**src/rtl/core/mmsr_pkg.sv**
```systemverilog
// ----------------------------------------------------------------------------
// mmsr_pkg
// Shared sizes, codes, command/status bundles and helpers for the
// multi-mode signal reduction block.
// ----------------------------------------------------------------------------
`default_nettype none

package mmsr_pkg;

  // Capacity of one set and derived widths
  localparam int MAX_SIGNALS = 16;
  localparam int IDX_W  = (MAX_SIGNALS > 1) ? $clog2(MAX_SIGNALS) : 1;
  localparam int CNT_W  = $clog2(MAX_SIGNALS + 1);
  localparam int SUM_W  = 32 + CNT_W;
  localparam int NUM_W  = SUM_W + 16;
  localparam int DEN_W  = SUM_W;
  localparam int DCNT_W = $clog2(NUM_W + 1);
  // y^n with y below 2^31 fits in one 32-bit limb per signal
  localparam int LIMBS  = MAX_SIGNALS;

  // Reduction modes
  localparam logic [2:0] MODE_HILL = 3'd0;
  localparam logic [2:0] MODE_SUM  = 3'd1;
  localparam logic [2:0] MODE_PROD = 3'd2;
  localparam logic [2:0] MODE_MEAN = 3'd3;
  localparam logic [2:0] MODE_MAX  = 3'd4;
  localparam logic [2:0] MODE_MIN  = 3'd5;
  localparam logic [2:0] MODE_MED  = 3'd6;
  localparam logic [2:0] MODE_GEO  = 3'd7;

  // Result status codes
  localparam logic [1:0] ST_OK    = 2'd0;
  localparam logic [1:0] ST_SAT   = 2'd1;
  localparam logic [1:0] ST_UNDEF = 2'd2;
  localparam logic [1:0] ST_DROP  = 2'd3;

  localparam logic signed [31:0] S32_MAX = 32'sh7fffffff;
  localparam logic signed [31:0] S32_MIN = 32'sh80000000;
  localparam logic signed [31:0] Q_ONE   = 32'sh00010000;

  // Controller to datapath commands
  typedef struct packed {
    logic load;
    logic prod;
    logic fin;
    logic div_step;
    logic div_end;
    logic med_cand;
    logic med_load;
    logic med_step;
    logic med_eval;
    logic med_fin;
    logic gm_try;
    logic gm_mul;
    logic gm_cmp;
    logic gm_next;
    logic emit;
  } mmsr_cmd_t;

  // Datapath to controller status
  typedef struct packed {
    logic       last_item;
    logic       empty;
    logic [2:0] mode;
    logic       hill_undef;
    logic       geo_undef;
    logic       div_last;
    logic       scan_last;
    logic       i_last;
    logic       pass_zero;
    logic       limb_last;
    logic       bit_zero;
    logic       out_free;
  } mmsr_sts_t;

  // Saturate to 32 bits; bit 32 flags saturation
  function automatic logic [32:0] sat32(input logic signed [63:0] v);
    logic [32:0] r;
    if (v > 64'sd2147483647) begin
      r = {1'b1, S32_MAX};
    end else if (v < -64'sd2147483648) begin
      r = {1'b1, S32_MIN};
    end else begin
      r = {1'b0, v[31:0]};
    end
    return r;
  endfunction

endpackage

`default_nettype wire

```
**src/rtl/core/mmsr_ctrl.sv**
```systemverilog
// ----------------------------------------------------------------------------
// mmsr_ctrl
// Sequencer: loads signals, then runs the selected reduction through
// the datapath and hands the result to the output register.
// ----------------------------------------------------------------------------
`default_nettype none

module mmsr_ctrl import mmsr_pkg::*; (
  input  wire logic      clk,
  input  wire logic      rst,
  input  wire logic      in_valid,
  output logic           in_ready,
  input  wire mmsr_sts_t sts,
  output mmsr_cmd_t      cmd
);

  localparam logic [3:0] S_IDLE  = 4'd0;
  localparam logic [3:0] S_PROD  = 4'd1;
  localparam logic [3:0] S_FIN   = 4'd2;
  localparam logic [3:0] S_DIV   = 4'd3;
  localparam logic [3:0] S_DEND  = 4'd4;
  localparam logic [3:0] S_MCAND = 4'd5;
  localparam logic [3:0] S_MLOAD = 4'd6;
  localparam logic [3:0] S_MSCAN = 4'd7;
  localparam logic [3:0] S_MEVAL = 4'd8;
  localparam logic [3:0] S_MFIN  = 4'd9;
  localparam logic [3:0] S_GTRY  = 4'd10;
  localparam logic [3:0] S_GMUL  = 4'd11;
  localparam logic [3:0] S_GCMP  = 4'd12;
  localparam logic [3:0] S_GNEXT = 4'd13;
  localparam logic [3:0] S_DONE  = 4'd14;

  logic [3:0] state;
  logic [3:0] state_next;

  assign in_ready = (state == S_IDLE);

  // Next state and commands
  always_comb begin
    state_next = state;
    cmd        = '0;
    case (state)
      S_IDLE: begin
        if (in_valid) begin
          cmd.load   = 1'b1;
          state_next = S_PROD;
        end
      end
      S_PROD: begin
        cmd.prod   = 1'b1;
        state_next = sts.last_item ? S_FIN : S_IDLE;
      end
      S_FIN: begin
        cmd.fin = 1'b1;
        if (sts.empty) begin
          state_next = S_DONE;
        end else begin
          case (sts.mode)
            MODE_HILL: state_next = sts.hill_undef ? S_DONE : S_DIV;
            MODE_MEAN: state_next = S_DIV;
            MODE_MED:  state_next = S_MCAND;
            MODE_GEO:  state_next = sts.geo_undef ? S_DONE : S_GTRY;
            default:   state_next = S_DONE;
          endcase
        end
      end
      S_DIV: begin
        cmd.div_step = 1'b1;
        if (sts.div_last) begin
          state_next = S_DEND;
        end
      end
      S_DEND: begin
        cmd.div_end = 1'b1;
        state_next  = S_DONE;
      end
      S_MCAND: begin
        cmd.med_cand = 1'b1;
        state_next   = S_MLOAD;
      end
      S_MLOAD: begin
        cmd.med_load = 1'b1;
        state_next   = S_MSCAN;
      end
      S_MSCAN: begin
        cmd.med_step = 1'b1;
        if (sts.scan_last) begin
          state_next = S_MEVAL;
        end
      end
      S_MEVAL: begin
        cmd.med_eval = 1'b1;
        state_next   = sts.i_last ? S_MFIN : S_MCAND;
      end
      S_MFIN: begin
        cmd.med_fin = 1'b1;
        state_next  = S_DONE;
      end
      S_GTRY: begin
        cmd.gm_try = 1'b1;
        state_next = S_GMUL;
      end
      S_GMUL: begin
        if (sts.pass_zero) begin
          state_next = S_GCMP;
        end else begin
          cmd.gm_mul = 1'b1;
        end
      end
      S_GCMP: begin
        cmd.gm_cmp = 1'b1;
        if (sts.limb_last) begin
          state_next = S_GNEXT;
        end
      end
      S_GNEXT: begin
        cmd.gm_next = 1'b1;
        state_next  = sts.bit_zero ? S_DONE : S_GTRY;
      end
      S_DONE: begin
        if (sts.out_free) begin
          cmd.emit   = 1'b1;
          state_next = S_IDLE;
        end
      end
      default: begin
        state_next = S_IDLE;
      end
    endcase
  end

  // State register
  always_ff @(posedge clk) begin
    if (rst) begin
      state <= S_IDLE;
    end else begin
      state <= state_next;
    end
  end

endmodule

`default_nettype wire

```
**config.mk**
```make
export PLATFORM = sky130hd
export DESIGN_NAME = mmsr_ctrl
export DESIGN_NICKNAME = d
export VERILOG_FILES = /design/src/rtl/core/mmsr_pkg.sv /design/src/rtl/core/mmsr_ctrl.sv
export SDC_FILE = /design/constraint.sdc
export NUM_CORES = 1
export LEC_CHECK = 0
export CAP_MARGIN = 20
export CORE_MARGIN = 3
export CORE_UTILIZATION = 35
export CTS_CLUSTER_DIAMETER = 40
export DETAILED_ROUTE_END_ITERATION = 16
export DONT_BUFFER_PORTS = 1
export HOLD_SLACK_MARGIN = 0.05
export PLACE_DENSITY = 0.51
export REMOVE_ABC_BUFFERS = 1
export SYNTH_ARGS = -nofsm -noshare
export SYNTH_HDL_FRONTEND = slang
export SYNTH_SLANG_ARGS = --single-unit
```
**constraint.sdc**
```tcl
create_clock -name clk -period 3.9 [get_ports clk]
set_clock_uncertainty 0.2 [all_clocks]
set_input_delay 0.78 -clock clk [delete_from_list [all_inputs] [get_ports clk]]
set_output_delay 0.78 -clock clk [all_outputs]
set_load 0.01 [all_outputs]
```
==> impl_metrics.env <==
export IMPL_cp_arrival_ps=1620
export IMPL_synth_edff_count=0
export IMPL_cts_root_buf="clkbuf_4"
export IMPL_worst_setup_path_end_kind="output pin"
export IMPL_final_area_um2=609
export IMPL_antenna_found_initial=0
export IMPL_crit_fanout=24
export IMPL_rows=14
export IMPL_start_kind="flip-flop"
export IMPL_syn_area_um2=606
export IMPL_yosys_area_share_adder_pct=0
export IMPL_synth_compound_area_share_pct=33.3
export IMPL_synthTopCellsByCount="nor2_1, buf_2, nand2_1, nor3_1"
export IMPL_dp_hpwl_um=1230
export IMPL_synth_simple_area_share_pct=41.5
export IMPL_drt_iter0_markers=14
export IMPL_synth_top_family_by_area="simple AND/OR/NAND/NOR gates"
export IMPL_ant_nets=0
export IMPL_seq_area_frac_synth_pct=13.2
export IMPL_critPathRequiredTime_ps=2920
export IMPL_yosys_area_top_type_share_pct=13.2
export IMPL_htree_num_levels=1
export IMPL_p_leak_nw=0.199
export IMPL_synth_cells=87
export IMPL_place_congestion=0.717
export IMPL_setup_worst_path_class="flip-flop to output pin"
export IMPL_post_route_period_util_pct=66.7
export IMPL_status="complete, no violations"
export IMPL_drv_slew=0
export IMPL_grt_max_degree=25
export IMPL_synth_area_mux_share_pct=1.65
export IMPL_grt_pass1_vias=575
export IMPL_async_flop_share_pct=0
export IMPL_hold_viol_final=0
export IMPL_vias=619
export IMPL_num_io_pins=33
export IMPL_syn_area_per_cell_um2=6.96
export IMPL_nets=101
export IMPL_clock_sinks=4
export IMPL_placed_area_um2=587
export IMPL_yosys_warnings=0
export IMPL_dp_cells=95
export IMPL_synthDistinctLibCells=36
export IMPL_ctsResizeCount=0
export IMPL_ys_ff_latch=4
export IMPL_fillerInstances=180
export IMPL_synth_area_leaders="dfxtp_1, nor2_1, buf_2"
export IMPL_drive_above_1_share_pct=11.0
export IMPL_rsz0062_at_grt="false"
export IMPL_tightestPinTransition_ps=797
export IMPL_die_x_um=47.6
export IMPL_wl_um=1680
export IMPL_port_buffers=0
export IMPL_avgViaCountPerCell=6.32
export IMPL_cap_violations=0
export IMPL_cts_buffers=3
export IMPL_core_area_mm2=0.00156
export IMPL_first_pass_iters=4
export IMPL_cts_tree="yes"
export IMPL_regMostFlops="state"
export IMPL_die_area_mm2=0.00227
export IMPL_overflow=0
export IMPL_die_y_um=47.6
export IMPL_cts_setup_buffers=0
export IMPL_finalSetupViolations=0
export IMPL_timing_final_ws_setup_ps=1300
export IMPL_fin_cells=98
export IMPL_max_freq_mhz=384
export IMPL_cts_max_path_buffers=2
export IMPL_hold_slack_ps=417
export IMPL_ys_flop_type="dfxtp_1"
export IMPL_worstHoldPathType="input port to flip-flop"
export IMPL_syn_to_final_growth_pct=0.620
export IMPL_clk_latency_ps=230
export IMPL_ir_drop_uv=244
export IMPL_fin_util_pct=39.1
export IMPL_dp_worst_setup_slack_ps=1530
export IMPL_largest_reg_flops=4
export IMPL_antenna_cells=0
export IMPL_wl_per_cell_um=17.1
export IMPL_p_total_mw=0.444
export IMPL_drc_errors=0
export IMPL_synth_top_area_cell="dfxtp_1"
export IMPL_max_slew_margin_pct=46.8
export IMPL_p_per_area_mw_per_mm2=729
export IMPL_fin_tns_setup_ps=0
export IMPL_grtUsageTotal_pct=15.9
export IMPL_clk_pin_slew_ps=40
export IMPL_yosysMostFrequentCell="nor2_1"
export IMPL_start_util_pct=38.8
export IMPL_grt_pass1_wl_um=2660
export IMPL_reg_top3="state x4"
export IMPL_ctsHoldBuffers=0
export IMPL_post_route_min_period_ps=2600
export IMPL_synth_xor_area_share_pct=1.45
==> worst max-delay path, stage by stage, from the launching register on <==
cell	delay, ps
dfxtp_1	830
nand2_1	220
nor3_1	340
==> per-layer routing <==
layer | global-route usage [%] | up-vias | routed length (um)
li1 | - | 313 | -
met1 | 22.6 | 285 | 790
met2 | 24.6 | 21 | 760
met3 | 4.51 | 0 | 127
met4 | 1.61 | 0 | 0
met5 | 0 | - | 0
==> where the power goes <==
part           total [mW]  switching (mW)  internal, mW
sequential          0.143          0.0853        0.0579
clock              0.0501          0.0158        0.0343
combinational       0.251           0.140         0.111
==> cells by family after synthesis <==
group                     count (synthesis)
muxes                                     1
and+or+nand+nor                          45
AOI/OAI and AO/OA                        24
xor gates and xnor gates                  1
buffers and inverters                    12
DFF                                       4
==> worst paths after layout <==
check,endpoint,startpoint,depth (start not counted),slack (ps)
hold reg to reg,state[0],state[0],2,540
setup / recovery,cmd[3],state[3],2,1300
hold / removal,state[1],rst,1,420
setup reg to reg,state[3],state[3],5,1670
==> cells in the final DEF (no fill, tap or decap), types with 2 or more instances in the layout <==
cell type / instances
a22o_1: 2
a31oi_1: 2
a32o_1: 2
clkbuf_4: 3
dfxtp_1: 4
inv_1: 4
nand2_1: 6
nand2b_1: 4
nand2b_2: 2
nand3_1: 3
nor2_1: 13
nor2b_1: 2
nor3_1: 5
nor4_1: 3
o21ai_1: 4
o22ai_1: 2
o31ai_1: 3
==> final cells by class <==
type / instances / area, um^2 / share of cell area, %
flip-flops and latches: 4 / 80.1 / 13.1
clock buffers: 3 / 22.5 / 3.70
multi-input cells: 71 / 472 / 77.4
inverters: 4 / 15.0 / 2.46
well taps: 16 / 20.0 / 3.29
No activity file was read; power rests on OpenSTA's default activity.
